[src/sv/arc_pkg.sv]
// ----------------------------------------------------------------------------
// arc_pkg
// Shared types and constants of the adaptive replacement cache: slot counts,
// list tags and the command and status groups between controller and datapath.
// ----------------------------------------------------------------------------
package arc_pkg;

    localparam int CAPACITY  = 16;
    localparam int SLOTS     = 2 * CAPACITY;
    localparam int SLOT_W    = $clog2(SLOTS);
    localparam int CNT_W     = SLOT_W + 1;
    localparam int CAP_W     = 5;
    localparam int DATA_W    = 32;
    localparam int DIV_STEPS = CNT_W;
    localparam int DIV_CNT_W = $clog2(DIV_STEPS + 1);

    // List tag of a slot; the empty slot is the reset value
    typedef enum logic [2:0] {
        TAG_NONE = 3'd0,
        TAG_T1   = 3'd1,
        TAG_T2   = 3'd2,
        TAG_B1   = 3'd3,
        TAG_B2   = 3'd4
    } tag_t;

    // Datapath operations
    typedef enum logic [3:0] {
        OP_NOP,
        OP_LOAD,
        OP_SCAN,
        OP_UNLINK_S,
        OP_LINK_S,
        OP_TAIL,
        OP_UNLINK_TAIL,
        OP_LINK_TAIL,
        OP_FREE,
        OP_LINK_FREE,
        OP_DIV_START,
        OP_DIV_STEP,
        OP_ADAPT
    } dp_op_t;

    typedef struct packed {
        dp_op_t op;
        tag_t   tag;
    } dp_cmd_t;

    typedef struct packed {
        logic scan_done;
        logic found;
        logic kind;
        tag_t where;
        logic evict_t1;
        logic l1_ge_c;
        logic n1_lt_c;
        logic total_ge_c;
        logic total_ge_2c;
        logic div_done;
    } dp_status_t;

endpackage

[src/sv/arc_dp.sv]
// ----------------------------------------------------------------------------
// arc_dp
// Datapath of the cache: key and value memories, per-slot list tags and
// ranks, list lengths, target p, the key scan and a small serial divider.
// ----------------------------------------------------------------------------
module arc_dp
    import arc_pkg::*;
(
    input  logic                clk,
    input  logic                rst_n,
    input  logic                cfg_we,
    input  logic [CAP_W-1:0]    cfg_wdata,
    input  logic                kind,
    input  logic [DATA_W-1:0]   key,
    input  logic [DATA_W-1:0]   write_value,
    input  dp_cmd_t             cmd,
    output dp_status_t          status,
    output logic                hit,
    output logic [2:0]          where_found,
    output logic [DATA_W-1:0]   read_value
);

    // Storage
    logic [DATA_W-1:0] key_mem [SLOTS];
    logic [DATA_W-1:0] val_mem [SLOTS];
    tag_t              tag_reg [SLOTS];
    logic [SLOT_W-1:0] rank_reg [SLOTS];
    logic [CNT_W-1:0]  len_reg [4];
    logic [CAP_W-1:0]  p_reg;
    logic [CAP_W-1:0]  cap_reg;

    // Item and scan
    logic              kind_reg;
    logic [DATA_W-1:0] key_reg;
    logic [DATA_W-1:0] wval_reg;
    logic [CNT_W-1:0]  idx_reg;
    logic              vld_d_reg;
    logic [SLOT_W-1:0] idx_d_reg;
    logic [DATA_W-1:0] key_rd_reg;
    logic [DATA_W-1:0] val_rd_reg;
    logic              found_reg;
    logic [SLOT_W-1:0] s_reg;
    tag_t              where_reg;
    logic [SLOT_W-1:0] rank_s_reg;
    logic [DATA_W-1:0] rdval_reg;

    // Tail and free slot
    logic [SLOT_W-1:0] tail_slot_reg;
    logic              tail_ok_reg;
    tag_t              tail_tag_reg;
    logic [SLOT_W-1:0] free_slot_reg;
    logic              free_ok_reg;

    // Divider
    logic [CNT_W-1:0]     num_reg;
    logic [CNT_W-1:0]     den_reg;
    logic [CNT_W-1:0]     rem_reg;
    logic [CNT_W-1:0]     quo_reg;
    logic [DIV_CNT_W-1:0] div_cnt_reg;

    function automatic logic [1:0] lidx(input tag_t t);
        return 2'(3'(t) - 3'd1);
    endfunction

    function automatic logic [SLOT_W:0] first_set(input logic [SLOTS-1:0] v);
        logic [SLOT_W:0] r;
        r = '0;
        for (int i = SLOTS - 1; i >= 0; i--)
            if (v[i]) r = {1'b1, SLOT_W'(i)};
        return r;
    endfunction

    // Effective capacity and list sizes
    logic [CAP_W-1:0] c_eff;
    logic [CNT_W-1:0] n1, nb1, nb2, nt2;
    logic [CNT_W:0]   l1, total;
    logic             resident;

    always_comb begin
        if (cap_reg == '0)
            c_eff = CAP_W'(1);
        else if (cap_reg > CAP_W'(CAPACITY))
            c_eff = CAP_W'(CAPACITY);
        else
            c_eff = cap_reg;
        n1    = len_reg[lidx(TAG_T1)];
        nt2   = len_reg[lidx(TAG_T2)];
        nb1   = len_reg[lidx(TAG_B1)];
        nb2   = len_reg[lidx(TAG_B2)];
        l1    = (CNT_W+1)'(n1) + (CNT_W+1)'(nb1);
        total = l1 + (CNT_W+1)'(nt2) + (CNT_W+1)'(nb2);
        resident = (where_reg == TAG_T1) || (where_reg == TAG_T2);
    end

    // Status to the controller
    always_comb begin
        status.scan_done   = (idx_reg == CNT_W'(SLOTS)) && !vld_d_reg;
        status.found       = found_reg;
        status.kind        = kind_reg;
        status.where       = where_reg;
        status.evict_t1    = (n1 != '0) &&
                             ((n1 > CNT_W'(p_reg)) ||
                              ((where_reg == TAG_B2) && (n1 == CNT_W'(p_reg))));
        status.l1_ge_c     = l1 >= (CNT_W+1)'(c_eff);
        status.n1_lt_c     = n1 < CNT_W'(c_eff);
        status.total_ge_c  = total >= (CNT_W+1)'(c_eff);
        status.total_ge_2c = total >= ((CNT_W+1)'(c_eff) << 1);
        status.div_done    = div_cnt_reg == DIV_CNT_W'(DIV_STEPS);
    end

    // Unlink and link requests of this cycle
    logic              u_en, l_en;
    logic [SLOT_W-1:0] u_slot, l_slot, u_rank;
    tag_t              u_tag, l_tag;

    always_comb begin
        u_en   = 1'b0;
        u_slot = s_reg;
        u_tag  = where_reg;
        u_rank = rank_s_reg;
        l_en   = 1'b0;
        l_slot = s_reg;
        l_tag  = cmd.tag;
        unique case (cmd.op)
            OP_UNLINK_S: begin
                u_en = found_reg;
            end
            OP_UNLINK_TAIL: begin
                u_en   = tail_ok_reg;
                u_slot = tail_slot_reg;
                u_tag  = tail_tag_reg;
                u_rank = SLOT_W'(len_reg[lidx(tail_tag_reg)] - CNT_W'(1));
            end
            OP_LINK_S: begin
                l_en = 1'b1;
            end
            OP_LINK_TAIL: begin
                l_en   = tail_ok_reg;
                l_slot = tail_slot_reg;
                l_tag  = (tail_tag_reg == TAG_T1) ? TAG_B1 : TAG_B2;
            end
            OP_LINK_FREE: begin
                l_en   = free_ok_reg;
                l_slot = free_slot_reg;
                l_tag  = TAG_T1;
            end
            default: begin
                u_en = 1'b0;
                l_en = 1'b0;
            end
        endcase
    end

    // Tail and free slot search vectors
    logic [SLOTS-1:0] tail_vec, free_vec;
    logic [SLOT_W:0]  tail_hit, free_hit;
    logic [CNT_W-1:0] tail_len;

    always_comb begin
        tail_len = len_reg[lidx(cmd.tag)];
        for (int i = 0; i < SLOTS; i++) begin
            tail_vec[i] = (tag_reg[i] == cmd.tag) &&
                          (CNT_W'(rank_reg[i]) == tail_len - CNT_W'(1));
            free_vec[i] = tag_reg[i] == TAG_NONE;
        end
        tail_hit = first_set(tail_vec);
        free_hit = first_set(free_vec);
    end

    // Key memory: write on insert, read one slot a cycle during the scan
    logic scan_rd;
    assign scan_rd = (cmd.op == OP_SCAN) && (idx_reg != CNT_W'(SLOTS));

    always_ff @(posedge clk) begin
        if (cmd.op == OP_LINK_FREE && free_ok_reg)
            key_mem[free_slot_reg] <= key_reg;
        if (scan_rd)
            key_rd_reg <= key_mem[idx_reg[SLOT_W-1:0]];
    end

    // Value memory
    logic              val_we;
    logic [SLOT_W-1:0] val_wa;

    always_comb begin
        val_we = 1'b0;
        val_wa = s_reg;
        if (cmd.op == OP_LINK_S && kind_reg)
            val_we = 1'b1;
        else if (cmd.op == OP_LINK_FREE && free_ok_reg) begin
            val_we = 1'b1;
            val_wa = free_slot_reg;
        end
    end

    always_ff @(posedge clk) begin
        if (val_we)
            val_mem[val_wa] <= wval_reg;
        if (scan_rd)
            val_rd_reg <= val_mem[idx_reg[SLOT_W-1:0]];
    end

    // Lists: tags, ranks, lengths and target p
    logic [CNT_W-1:0] d_val;
    logic [CNT_W+1:0] p_sum;

    always_comb begin
        d_val = (quo_reg == '0) ? CNT_W'(1) : quo_reg;
        p_sum = (CNT_W+2)'(p_reg) + (CNT_W+2)'(d_val);
    end

    always_ff @(posedge clk or negedge rst_n) begin
        if (!rst_n) begin
            cap_reg <= CAP_W'(CAPACITY);
            p_reg   <= '0;
            for (int i = 0; i < SLOTS; i++) begin
                tag_reg[i]  <= TAG_NONE;
                rank_reg[i] <= '0;
            end
            for (int j = 0; j < 4; j++)
                len_reg[j] <= '0;
        end else if (cfg_we) begin
            cap_reg <= cfg_wdata;
            p_reg   <= '0;
            for (int i = 0; i < SLOTS; i++)
                tag_reg[i] <= TAG_NONE;
            for (int j = 0; j < 4; j++)
                len_reg[j] <= '0;
        end else begin
            for (int i = 0; i < SLOTS; i++) begin
                if (u_en && SLOT_W'(i) != u_slot && tag_reg[i] == u_tag &&
                    rank_reg[i] > u_rank)
                    rank_reg[i] <= rank_reg[i] - SLOT_W'(1);
                if (l_en && tag_reg[i] == l_tag)
                    rank_reg[i] <= rank_reg[i] + SLOT_W'(1);
            end
            if (u_en) begin
                tag_reg[u_slot] <= TAG_NONE;
                if (len_reg[lidx(u_tag)] != '0)
                    len_reg[lidx(u_tag)] <= len_reg[lidx(u_tag)] - CNT_W'(1);
            end
            if (l_en) begin
                tag_reg[l_slot]       <= l_tag;
                rank_reg[l_slot]      <= '0;
                len_reg[lidx(l_tag)]  <= len_reg[lidx(l_tag)] + CNT_W'(1);
            end
            // Adapt p on a ghost hit
            if (cmd.op == OP_ADAPT) begin
                if (where_reg == TAG_B1)
                    p_reg <= (p_sum > (CNT_W+2)'(c_eff)) ? c_eff : CAP_W'(p_sum);
                else if (where_reg == TAG_B2)
                    p_reg <= (CNT_W'(p_reg) > d_val) ? p_reg - CAP_W'(d_val) : '0;
            end
        end
    end

    // Item capture, scan compare, tail and free search, divider
    logic [CNT_W-1:0] trial;
    assign trial = {rem_reg[CNT_W-2:0], num_reg[CNT_W-1]};

    always_ff @(posedge clk or negedge rst_n) begin
        if (!rst_n) begin
            idx_reg     <= '0;
            vld_d_reg   <= 1'b0;
            found_reg   <= 1'b0;
            where_reg   <= TAG_NONE;
            tail_ok_reg <= 1'b0;
            free_ok_reg <= 1'b0;
            div_cnt_reg <= '0;
            kind_reg    <= 1'b0;
        end else begin
            vld_d_reg <= scan_rd;
            unique case (cmd.op)
                OP_LOAD: begin
                    kind_reg  <= kind;
                    key_reg   <= key;
                    wval_reg  <= write_value;
                    idx_reg   <= '0;
                    found_reg <= 1'b0;
                    where_reg <= TAG_NONE;
                end
                OP_SCAN: begin
                    if (scan_rd) begin
                        idx_reg   <= idx_reg + CNT_W'(1);
                        idx_d_reg <= idx_reg[SLOT_W-1:0];
                    end
                end
                OP_TAIL: begin
                    tail_tag_reg  <= cmd.tag;
                    tail_ok_reg   <= (tail_len != '0) && tail_hit[SLOT_W];
                    tail_slot_reg <= tail_hit[SLOT_W-1:0];
                end
                OP_FREE: begin
                    free_ok_reg   <= free_hit[SLOT_W];
                    free_slot_reg <= free_hit[SLOT_W-1:0];
                end
                OP_DIV_START: begin
                    num_reg     <= (where_reg == TAG_B1) ? nb2 : nb1;
                    den_reg     <= (where_reg == TAG_B1) ?
                                   ((nb1 == '0) ? CNT_W'(1) : nb1) :
                                   ((nb2 == '0) ? CNT_W'(1) : nb2);
                    rem_reg     <= '0;
                    quo_reg     <= '0;
                    div_cnt_reg <= '0;
                end
                OP_DIV_STEP: begin
                    if (div_cnt_reg != DIV_CNT_W'(DIV_STEPS)) begin
                        num_reg     <= num_reg << 1;
                        div_cnt_reg <= div_cnt_reg + DIV_CNT_W'(1);
                        if (trial >= den_reg) begin
                            rem_reg <= trial - den_reg;
                            quo_reg <= {quo_reg[CNT_W-2:0], 1'b1};
                        end else begin
                            rem_reg <= trial;
                            quo_reg <= {quo_reg[CNT_W-2:0], 1'b0};
                        end
                    end
                end
                default: begin
                end
            endcase
            // Compare the slot read in the previous cycle
            if (vld_d_reg && !found_reg && tag_reg[idx_d_reg] != TAG_NONE &&
                key_rd_reg == key_reg) begin
                found_reg  <= 1'b1;
                s_reg      <= idx_d_reg;
                where_reg  <= tag_reg[idx_d_reg];
                rank_s_reg <= rank_reg[idx_d_reg];
                rdval_reg  <= val_rd_reg;
            end
        end
    end

    // Result fields
    assign hit         = resident;
    assign where_found = 3'(where_reg);
    assign read_value  = (!kind_reg && resident) ? rdval_reg : '0;

endmodule

[src/sv/arc_ctrl.sv]
// ----------------------------------------------------------------------------
// arc_ctrl
// Sequencer of one cache operation: key scan, ghost adaptation, drops,
// evictions and the final link, then a one-cycle result strobe.
// ----------------------------------------------------------------------------
module arc_ctrl
    import arc_pkg::*;
(
    input  logic       clk,
    input  logic       rst_n,
    input  logic       start,
    input  dp_status_t status,
    output dp_cmd_t    cmd,
    output logic       busy,
    output logic       done
);

    typedef enum logic [3:0] {
        ST_IDLE,
        ST_SCAN,
        ST_DECIDE,
        ST_DIV,
        ST_ADAPT,
        ST_UNL_S,
        ST_LNK_S,
        ST_EV_TAIL,
        ST_EV_UNL,
        ST_EV_LNK,
        ST_DR_TAIL,
        ST_DR_UNL,
        ST_FREE,
        ST_LNK_FREE,
        ST_OUT
    } state_t;

    state_t state_reg, state_next;
    logic   done_reg;
    logic   drop_ev_reg, drop_ev_next;
    tag_t   drop_tag_reg, drop_tag_next;
    logic   resident, ghost;

    assign resident = (status.where == TAG_T1) || (status.where == TAG_T2);
    assign ghost    = (status.where == TAG_B1) || (status.where == TAG_B2);

    // Next state and command
    always_comb begin
        state_next    = state_reg;
        drop_ev_next  = drop_ev_reg;
        drop_tag_next = drop_tag_reg;
        cmd.op        = OP_NOP;
        cmd.tag       = TAG_T2;
        unique case (state_reg)
            ST_IDLE: begin
                if (start) begin
                    cmd.op     = OP_LOAD;
                    state_next = ST_SCAN;
                end
            end
            ST_SCAN: begin
                cmd.op = OP_SCAN;
                if (status.scan_done)
                    state_next = ST_DECIDE;
            end
            ST_DECIDE: begin
                if (!status.kind)
                    state_next = resident ? ST_UNL_S : ST_OUT;
                else if (status.found) begin
                    if (ghost) begin
                        cmd.op     = OP_DIV_START;
                        state_next = ST_DIV;
                    end else
                        state_next = ST_UNL_S;
                end else if (status.l1_ge_c) begin
                    state_next = ST_DR_TAIL;
                    if (status.n1_lt_c) begin
                        drop_tag_next = TAG_B1;
                        drop_ev_next  = 1'b1;
                    end else begin
                        drop_tag_next = TAG_T1;
                        drop_ev_next  = 1'b0;
                    end
                end else if (status.total_ge_c) begin
                    if (status.total_ge_2c) begin
                        drop_tag_next = TAG_B2;
                        drop_ev_next  = 1'b1;
                        state_next    = ST_DR_TAIL;
                    end else
                        state_next = ST_EV_TAIL;
                end else
                    state_next = ST_FREE;
            end
            ST_DIV: begin
                cmd.op = OP_DIV_STEP;
                if (status.div_done)
                    state_next = ST_ADAPT;
            end
            ST_ADAPT: begin
                cmd.op     = OP_ADAPT;
                state_next = ST_UNL_S;
            end
            ST_UNL_S: begin
                cmd.op     = OP_UNLINK_S;
                state_next = (status.kind && ghost) ? ST_EV_TAIL : ST_LNK_S;
            end
            ST_LNK_S: begin
                cmd.op     = OP_LINK_S;
                cmd.tag    = TAG_T2;
                state_next = ST_OUT;
            end
            ST_EV_TAIL: begin
                cmd.op     = OP_TAIL;
                cmd.tag    = status.evict_t1 ? TAG_T1 : TAG_T2;
                state_next = ST_EV_UNL;
            end
            ST_EV_UNL: begin
                cmd.op     = OP_UNLINK_TAIL;
                state_next = ST_EV_LNK;
            end
            ST_EV_LNK: begin
                cmd.op     = OP_LINK_TAIL;
                state_next = status.found ? ST_LNK_S : ST_FREE;
            end
            ST_DR_TAIL: begin
                cmd.op     = OP_TAIL;
                cmd.tag    = drop_tag_reg;
                state_next = ST_DR_UNL;
            end
            ST_DR_UNL: begin
                cmd.op     = OP_UNLINK_TAIL;
                state_next = drop_ev_reg ? ST_EV_TAIL : ST_FREE;
            end
            ST_FREE: begin
                cmd.op     = OP_FREE;
                state_next = ST_LNK_FREE;
            end
            ST_LNK_FREE: begin
                cmd.op     = OP_LINK_FREE;
                state_next = ST_OUT;
            end
            ST_OUT: begin
                state_next = ST_IDLE;
            end
            default: begin
                state_next = ST_IDLE;
            end
        endcase
    end

    // Hold state and the result strobe
    always_ff @(posedge clk or negedge rst_n) begin
        if (!rst_n) begin
            state_reg    <= ST_IDLE;
            done_reg     <= 1'b0;
            drop_ev_reg  <= 1'b0;
            drop_tag_reg <= TAG_B1;
        end else begin
            state_reg    <= state_next;
            done_reg     <= state_next == ST_OUT;
            drop_ev_reg  <= drop_ev_next;
            drop_tag_reg <= drop_tag_next;
        end
    end

    assign busy = state_reg != ST_IDLE;
    assign done = done_reg;

endmodule

[src/sv/adaptive_replacement_cache_core.sv]
// ----------------------------------------------------------------------------
// adaptive_replacement_cache_core
// ARC key/value cache with two resident lists, two ghost lists and an
// adaptive T1 target, built as a sequencer over a slot datapath.
// ----------------------------------------------------------------------------
// Channel   Direction  Handshake          Fields
// input     in         start & !busy      kind, key, write_value
// result    out        done (one cycle)   hit, where_found, read_value
// config    in         cfg_we             cfg_wdata (capacity_in_use)
//
// A get miss is the shortest item. The key search reads the slot key memory
// one slot a cycle (2*CAPACITY slots, then the compare of the last slot read),
// and a ghost put adds a serial divide of six steps plus the eviction steps.
// busy stays high from acceptance through the done cycle.
// Reset empties all lists, clears p and sets the capacity to CAPACITY.
// The receiver cannot stall: each result shows on done for one cycle.
// ----------------------------------------------------------------------------
module adaptive_replacement_cache_core
    import arc_pkg::*;
(
    input  logic                     clk,
    input  logic                     rst_n,
    input  logic                     start,
    output logic                     busy,
    input  logic                     kind,
    input  logic signed [DATA_W-1:0] key,
    input  logic signed [DATA_W-1:0] write_value,
    input  logic                     cfg_we,
    input  logic [CAP_W-1:0]         cfg_wdata,
    output logic                     done,
    output logic                     hit,
    output logic [2:0]               where_found,
    output logic signed [DATA_W-1:0] read_value
);

    dp_cmd_t           cmd;
    dp_status_t        status;
    logic [DATA_W-1:0] rd_val;

    arc_ctrl u_ctrl (
        .clk    (clk),
        .rst_n  (rst_n),
        .start  (start),
        .status (status),
        .cmd    (cmd),
        .busy   (busy),
        .done   (done)
    );

    arc_dp u_dp (
        .clk         (clk),
        .rst_n       (rst_n),
        .cfg_we      (cfg_we),
        .cfg_wdata   (cfg_wdata),
        .kind        (kind),
        .key         (key),
        .write_value (write_value),
        .cmd         (cmd),
        .status      (status),
        .hit         (hit),
        .where_found (where_found),
        .read_value  (rd_val)
    );

    assign read_value = signed'(rd_val);

    // A result only closes an item in progress
    assert property (@(posedge clk) disable iff (!rst_n) done |-> busy)
        else $error("result strobe outside an item");

    // The strobe lasts one cycle
    assert property (@(posedge clk) disable iff (!rst_n) done |=> !done)
        else $error("result strobe longer than one cycle");

    // An accepted item keeps the block busy
    assert property (@(posedge clk) disable iff (!rst_n) (start && !busy) |=> busy)
        else $error("item accepted without going busy");

    // A hit comes only from a resident list
    assert property (@(posedge clk) disable iff (!rst_n)
        (done && hit) |-> (where_found == 3'(TAG_T1) || where_found == 3'(TAG_T2)))
        else $error("hit reported from a non-resident list");

endmodule
[config.mk]
export PLATFORM = sky130hd
export DESIGN_NAME = adaptive_replacement_cache_core
export DESIGN_NICKNAME = d
export VERILOG_FILES = /design/src/sv/arc_pkg.sv /design/src/sv/arc_dp.sv /design/src/sv/arc_ctrl.sv /design/src/sv/adaptive_replacement_cache_core.sv
export SDC_FILE = /design/constraint.sdc
export NUM_CORES = 2
export LEC_CHECK = 0
export ABC_CLOCK_PERIOD_IN_PS = 13300
export BUFFER_PORTS_ARGS = -buffer_cell sky130_fd_sc_hd__buf_4
export CORE_AREA = 2 2 493 495
export DETAILED_ROUTE_END_ITERATION = 7
export DIE_AREA = 0 0 495 497
export MAX_ROUTING_LAYER = met4
export PLACE_DENSITY = 0.65
export RECOVER_POWER = 25
export SETUP_SLACK_MARGIN = 0.5
export SYNTH_ARGS = -nofsm -noshare
export SYNTH_HDL_FRONTEND = slang
export SYNTH_HIERARCHICAL = 1
export SYNTH_SLANG_ARGS = --single-unit
[constraint.sdc]
create_clock -name clk -period 13.3 [get_ports clk]
set_input_delay 1.995 -clock clk [delete_from_list [all_inputs] [get_ports clk]]
set_output_delay 1.995 -clock clk [all_outputs]
set_load 0.01 [all_outputs]
Word level (Yosys, flattened, before mapping)
Memory sizes are Yosys's and may differ from the RTL's. A register that Yosys moved wholly into a read port is not among the register bits.
Index checks and enable logic that the tools add are counted.
- bits of input ports: 74
- flip-flop bits (word level): 463
- memories: 2
- word-level logic and storage cells: 976
- RAM bits: 2048
- output and inout port bits: 38
- memories (memory ; depth ; width ; read ports ; clocked after memory_dff ; write ports ; line ; RTL):
    u_dp.key_mem ; 32 ; 32 ; 1 ; 1 ; 1 ; arc_dp.sv:24 ; logic [DATA_W-1:0] key_mem [SLOTS];
    u_dp.val_mem ; 32 ; 32 ; 1 ; 1 ; 1 ; arc_dp.sv:25 ; logic [DATA_W-1:0] val_mem [SLOTS];
- order comparisons: 52
- reduce and logical (&&, ||, !) cells: 254
- muxes and demuxes: 275
- add/sub/neg operators: 80
- bitwise logic cells: 12
- eq/ne operators: 198
- operator list (operator ; count):
    two-way mux 5 bit ; 115
    two-way mux 6 bit ; 80
    two-way mux 96 bit ; 4
    == test 3 bit ; 96
    == test 5 x 6 -> 1 bit ; 32
    logical AND 1 bit ; 176
    subtractor 5 x 1 -> 5 bit (second input constant) ; 33
    adder 5 x 1 -> 5 bit (second input constant) ; 32
    bitwise AND 160 bit ; 1
    > comparator 5 bit ; 32
    two-way mux 160 bit ; 1
    inverter 160 bit ; 1
    two-way mux 24 bit ; 5
    bitwise AND 96 bit ; 1
    bitwise mux 96 bit ; 1
    zero test 3 bit ; 32
    inverter 96 bit ; 1
    != test 5 bit (first input constant) ; 16
    two-way mux 4 bit ; 14
    case mux 4 bit (13 select lines) ; 1
    binary-select mux 6 bit (select 2 bit) ; 4
    bitwise mux 24 bit ; 2
    == test 4 bit (second input constant) ; 12
    case mux 4 bit (12 select lines) ; 1
    other kinds (70) ; 178

Logic depth before layout (Yosys ltp)
- depth in word-level cells: 47
- gate-level depth with buffers: 31
- depth with buffers taken out: 24

Hierarchy
Netlist, hierarchy kept.
- modules (own cells, without submodules) (module ; times used ; seq. area each (sq um) ; cells an instance ; area an instance (sq um)):
    arc_dp ; 1 ; 75518.7 ; 7353 ; 119100.5
    arc_ctrl ; 1 ; 227.7 ; 98 ; 800.8

Worst setup path before layout
OpenSTA, ideal clock, no wires.
- kind: input to register
- start: in start
- end: reg u_dp.idx_reg[5]
- data required time: 13.222 ns
- stages: 9
- setup time: 0.078 ns
- path slack: 1.663 ns
- path buffers: 2
- data arrival time: 11.559 ns
- path through: nor3b_1 -> a211oi_1 -> a31oi_1 -> buf_2 -> buf_1 -> nor4b_1 -> nand4_1 -> or3_1 -> a21oi_1
- RTL lines (what ; line ; RTL):
    start: declaration ; adaptive_replacement_cache_core.sv:23 ; input logic start,
    end signal: assignment ; arc_dp.sv:284 ; idx_reg <= idx_reg + CNT_W'(1);
    end: declaration ; arc_dp.sv:36 ; logic [CNT_W-1:0] idx_reg;

==> impl.org <==
** Synth
- Dividing the synthesized area by the synthesized cell count gives about 16 um2.
- Counting flops with a built-in enable in the synthesized netlist gives 2259.
- The most used flip-flop cell after synthesis is sky130_fd_sc_hd__edfxtp_1.
- The synthesized netlist occupies a cell area of about 120000 um2.
- For this run, asynchronously set or reset flops after synthesis account for 12.3%.
- Summing the sequential cell areas from Yosys gives a little over three fifths of the chip area.
- Yosys mapped the design onto 108 distinct sky130hd cell types.
- Synthesized instance count :: 7451
- The Yosys step of the flow raised 6 warnings.
- The number of nets in the synthesized netlist is 7834.
- FF+latch count, synth :: 2575

** Setup path
- Worst path required time :: 13.95 ns
- Setup CP Type :: reg -> reg
- STA puts the critical path data arrival time at 8.12 ns.
- In this run the worst setup path begins at u_dp/n1[1]$_DFF_PN0_.
- The worst setup path is captured at a flip-flop.
- Along the worst path, the maximum fanout reaches between 40 and 50.
- Sort of element at the start of the critical path :: flip-flop
- The worst register-to-register path begins at u_dp/n1[1]$_DFF_PN0_.

** Placement
- At the end of routability-driven placement, the weighted congestion stood at about 0.98.
- Final HPWL DP :: 185000 um
- Post-Place Worst Slack :: between 5 and 6 ns
- Port Buf Inserts :: 111

** STA
- Number of pins with negative max-slew slack in the final report :: 127
- The number of failing hold endpoints at the final stage is 0.
- Final setup fails :: 0
- Of the available clock period, the critical path in the final layout requires 56.2%.
- Fmax :: 134 MHz
- Unrepaired setup endpoints after global routing :: no
- Worst-case headroom to the max-slew limit :: -97.9%
- Counting I/O delays and the setup requirement, the final critical path takes 7.47 ns.
- Maximum clock skew at final layout :: roughly 0.1 ns
- Transition time at the pin with the least slew margin :: just under 3 ns
- Setup total negative slack :: 0 ns
- Min setup slack post-route :: a little under 6 ns

** Min path
- Hold/Removal Path Class :: reg -> reg
- The worst hold path begins at u_dp/val_rd_reg[23]$_DFFE_PP_.

** Finish
- The final layout contains 7928 nets.
- Fraction of final layout cells sized beyond drive strength 1 :: about a fifth
- Area growth from synthesis to final layout :: 11.2%
- Measured on the finished design, the core utilization comes to a little under three fifths.
- Counting the fill cells in the layout gives ~19000.

** Routing
- Via count :: 70836
- The first routing iteration left 8927 violations.
- Once detail routing completed, the nets flagged for antenna violations numbered 0.
- For this block, the routed nets add up to between 300000 and 400000 um of wire.
- Routed wire length per instance :: 30.3 um
- # DRC :: 0
- In the routed layout, each cell is associated on average with a via count of 6.48.
- Number of optimization iterations in the first detailed-route pass :: 8

** Die
- For this configuration, the core starts out at a cell density of between 40% and 50%.
- In this run the vertical extent of the chip is 497 um.
- The core region is 240000 um2.
- Count of standard-cell rows :: 180
- Full die area :: 246000 um2
- X dimension of the die :: approximately 500 um
- For this design the top-level I/O count stands at 112.

** Pwr
- The design draws 23300 uW.
- Summed over all cells, the static leakage comes to ~0.045 uW.
- Peak supply drop :: 138 uV
- Pwr per Cell Area :: 175 nW/um2

** Clock network
- The clock passes through at most 4 buffers.
- Clock buffer count from CTS :: around 290
- The later pin in the worst-skew pair is clocked with a latency of 0.96 ns.
- Post-CTS clock slew at the launch and capture registers of the worst setup and hold paths :: 0.06 ns
- # H-tree levels :: 5
- Sink Count :: 2575
- Root Buffer :: sky130_fd_sc_hd__clkbuf_16
- TritonCTS clock tree :: yes
- Post-CTS Hold Fix Bufs :: 0
- Post-CTS repair timing setup buffer count :: 0
- Resized Gates After CTS :: 0

** Flow run
- Across the run, the number of max-cap violations was 4.

** Outcome
- Failing checks :: max-capacitance violations, max-slew violations
- The run finished, with violations left.

** Global routing
- The first global-routing pass estimated between 400000 and 500000 um of wire.
- Entering global routing, the biggest net connects around 160 pins.
- Via count of the first global-routing pass :: 69328
- Summed over all layers, the global routing overflow is 0.
- Global routing used 27.5% of the available tracks across all layers.
- Initial antenna violation count :: 11
[worst max-delay path, cell delays in order (launching register included)]
cell and delay (ns):
sky130_fd_sc_hd__dfrtp_1 0.62, sky130_fd_sc_hd__ha_1 0.34, sky130_fd_sc_hd__nand4_1 0.08, sky130_fd_sc_hd__a21oi_1 0.05, sky130_fd_sc_hd__a22o_1 0.26, sky130_fd_sc_hd__o21bai_1 0.15, sky130_fd_sc_hd__and3_1 0.24, sky130_fd_sc_hd__a21oi_1 0.09
sky130_fd_sc_hd__nor2b_4 0.11, sky130_fd_sc_hd__buf_4 0.66, sky130_fd_sc_hd__mux4_2 0.59, sky130_fd_sc_hd__buf_4 0.34, sky130_fd_sc_hd__inv_1 0.14, sky130_fd_sc_hd__ha_2 0.75, sky130_fd_sc_hd__and2_1 1.08, sky130_fd_sc_hd__xnor3_1 0.38
sky130_fd_sc_hd__a32oi_1 0.30, sky130_fd_sc_hd__o211ai_2 0.19, sky130_fd_sc_hd__a2111oi_2 0.39, sky130_fd_sc_hd__nor2_1 0.11, sky130_fd_sc_hd__o311a_1 0.29
[cell usage after synthesis (11+ instances only)]
cell type                      n  area, um2
sky130_fd_sc_hd__inv_1       218        818
sky130_fd_sc_hd__xnor3_1      41        923
sky130_fd_sc_hd__nand2_1     355       1330
sky130_fd_sc_hd__o211ai_1     22        165
sky130_fd_sc_hd__mux2_2      113       1270
sky130_fd_sc_hd__a31oi_1      34        213
sky130_fd_sc_hd__or3_1        37        231
sky130_fd_sc_hd__a21oi_1     287       1440
sky130_fd_sc_hd__buf_4        20        150
sky130_fd_sc_hd__clkbuf_1    307       1150
sky130_fd_sc_hd__a22oi_1      21        158
sky130_fd_sc_hd__o21a_1       39        293
sky130_fd_sc_hd__ha_1        298       3730
sky130_fd_sc_hd__xnor2_1     381       3340
sky130_fd_sc_hd__fa_1         11        220
sky130_fd_sc_hd__and3_1       41        257
sky130_fd_sc_hd__nor4_1       76        475
sky130_fd_sc_hd__o21bai_1     19        143
sky130_fd_sc_hd__o21ai_0     287       1440
sky130_fd_sc_hd__buf_1        98        368
sky130_fd_sc_hd__dfrtp_1     313       7830
sky130_fd_sc_hd__nand4_1      98        613
sky130_fd_sc_hd__a22o_1       32        280
sky130_fd_sc_hd__o2111ai_1    15        131
sky130_fd_sc_hd__mux2i_1      36        360
sky130_fd_sc_hd__or4_1        19        143
sky130_fd_sc_hd__xor2_1      124       1090
sky130_fd_sc_hd__a21o_1       61        458
sky130_fd_sc_hd__nand2b_1     50        313
sky130_fd_sc_hd__nor2_1      309       1160
sky130_fd_sc_hd__mux4_2      744      16800
sky130_fd_sc_hd__and2_1       55        344
sky130_fd_sc_hd__nand3_1      80        400
sky130_fd_sc_hd__and4_1       21        184
sky130_fd_sc_hd__nor3_1      106        531
sky130_fd_sc_hd__edfxtp_1   2259      67800
sky130_fd_sc_hd__o22ai_1      44        275
sky130_fd_sc_hd__a211oi_1     39        293
sky130_fd_sc_hd__buf_2        46        230
sky130_fd_sc_hd__nor2b_1      51        319
sky130_fd_sc_hd__o31ai_1      37        278
[power by group]
part | switching (uW) | internal [uW]
clock | 3090 | 4310
combinational | 3180 | 2620
sequential | 659 | 9460
total | 6930 | 16400
[placed cells by master (no fill, tap or decap), types with 36 or more instances in the layout]
| cell | netlist | layout |
|---|---|---|
| sky130_fd_sc_hd__a211oi_1 | 39 | 38 |
| sky130_fd_sc_hd__a21o_1 | 61 | 61 |
| sky130_fd_sc_hd__a21oi_1 | 287 | 286 |
| sky130_fd_sc_hd__and2_1 | 55 | 54 |
| sky130_fd_sc_hd__and3_1 | 41 | 39 |
| sky130_fd_sc_hd__buf_4 | 20 | 228 |
| sky130_fd_sc_hd__clkbuf_1 | 307 | 84 |
| sky130_fd_sc_hd__clkbuf_16 | 0 | 296 |
| sky130_fd_sc_hd__clkinv_1 | 0 | 65 |
| sky130_fd_sc_hd__clkinv_2 | 0 | 36 |
| sky130_fd_sc_hd__dfrtp_1 | 313 | 311 |
| sky130_fd_sc_hd__edfxtp_1 | 2259 | 2259 |
| sky130_fd_sc_hd__ha_1 | 298 | 297 |
| sky130_fd_sc_hd__inv_1 | 218 | 217 |
| sky130_fd_sc_hd__mux2_2 | 113 | 113 |
| sky130_fd_sc_hd__mux4_2 | 744 | 744 |
| sky130_fd_sc_hd__nand2_1 | 355 | 355 |
| sky130_fd_sc_hd__nand2b_1 | 50 | 50 |
| sky130_fd_sc_hd__nand3_1 | 80 | 80 |
| sky130_fd_sc_hd__nand4_1 | 98 | 98 |
| sky130_fd_sc_hd__nor2_1 | 309 | 250 |
| sky130_fd_sc_hd__nor2_4 | 0 | 56 |
| sky130_fd_sc_hd__nor2b_1 | 51 | 49 |
| sky130_fd_sc_hd__nor3_1 | 106 | 94 |
| sky130_fd_sc_hd__nor4_1 | 76 | 75 |
| sky130_fd_sc_hd__o21a_1 | 39 | 39 |
| sky130_fd_sc_hd__o21ai_0 | 287 | 281 |
| sky130_fd_sc_hd__o22ai_1 | 44 | 44 |
| sky130_fd_sc_hd__o31ai_1 | 37 | 37 |
| sky130_fd_sc_hd__or3_1 | 37 | 37 |
| sky130_fd_sc_hd__xnor2_1 | 381 | 380 |
| sky130_fd_sc_hd__xnor3_1 | 41 | 41 |
| sky130_fd_sc_hd__xor2_1 | 124 | 124 |
[layer usage]
metal	vias to the layer above	global-route usage [%]	part of all wire, %
met4	0	9.03	3.5
met3	673	4.39	8.5
met1	37081	38.3	41
met2	3574	41.7	47
met5	-	-	0
li1	29508	-	-
[cells by family after synthesis]
logic type	share of synthesized area, %
flip-flops	63.2
AND/OR/NAND/NOR	5.75
AO/OA/AOI/OAI	5.50
multiplexers	15.4
buffers and inverters	2.40
XOR/XNOR	4.52
adder cells (fa/ha/maj)	3.29
[worst paths after layout]
kind | slack, ns | cells past startpoint | to
max | 5.83 | 20 | u_dp/tail_slot_reg[2]$_SDFFCE_PP0P_
min | 0.42 | 0 | u_dp/rdval_reg[23]$_DFFE_PP_
max reg2reg | 5.83 | 20 | u_dp/tail_slot_reg[2]$_SDFFCE_PP0P_
min reg2reg | 0.42 | 0 | u_dp/rdval_reg[23]$_DFFE_PP_
max in group asynchronous | 9.37 | 4 | u_dp/rank_reg[12]$_DFFE_PN0N_
min in group asynchronous | 1.09 | 1 | u_dp/rank_reg[4]$_DFFE_PN0N_
[layout make-up]
| class | count | area, um2 | share of cell area, % |
|---|---|---|---|
| Clock buffer | 358 | 7670 | 5.75 |
| Sequential cell | 2575 | 75800 | 56.8 |
| Antenna cell | 8 | 20.0 | 0.0150 |
| Timing Repair Buffer | 292 | 2180 | 1.64 |
| Clock inverter | 127 | 930 | 0.697 |
| Inverter | 220 | 826 | 0.619 |
| Multi-Input combinational cell | 4167 | 42000 | 31.5 |
| Tap cell | 3185 | 3990 | 2.99 |
[metrics by stage]
step	area, um2	hold WS (ns)	instances
final	133000	0.418	10932
after global routing	133000	0.425	10932
after CTS	133000	0.420	10924
after detailed placement	125000	0.406	10439
after global placement	125000	0.403	10439
after floorplan	120000	0.400	7451
Note: power is estimated with default switching activity, not from simulation.
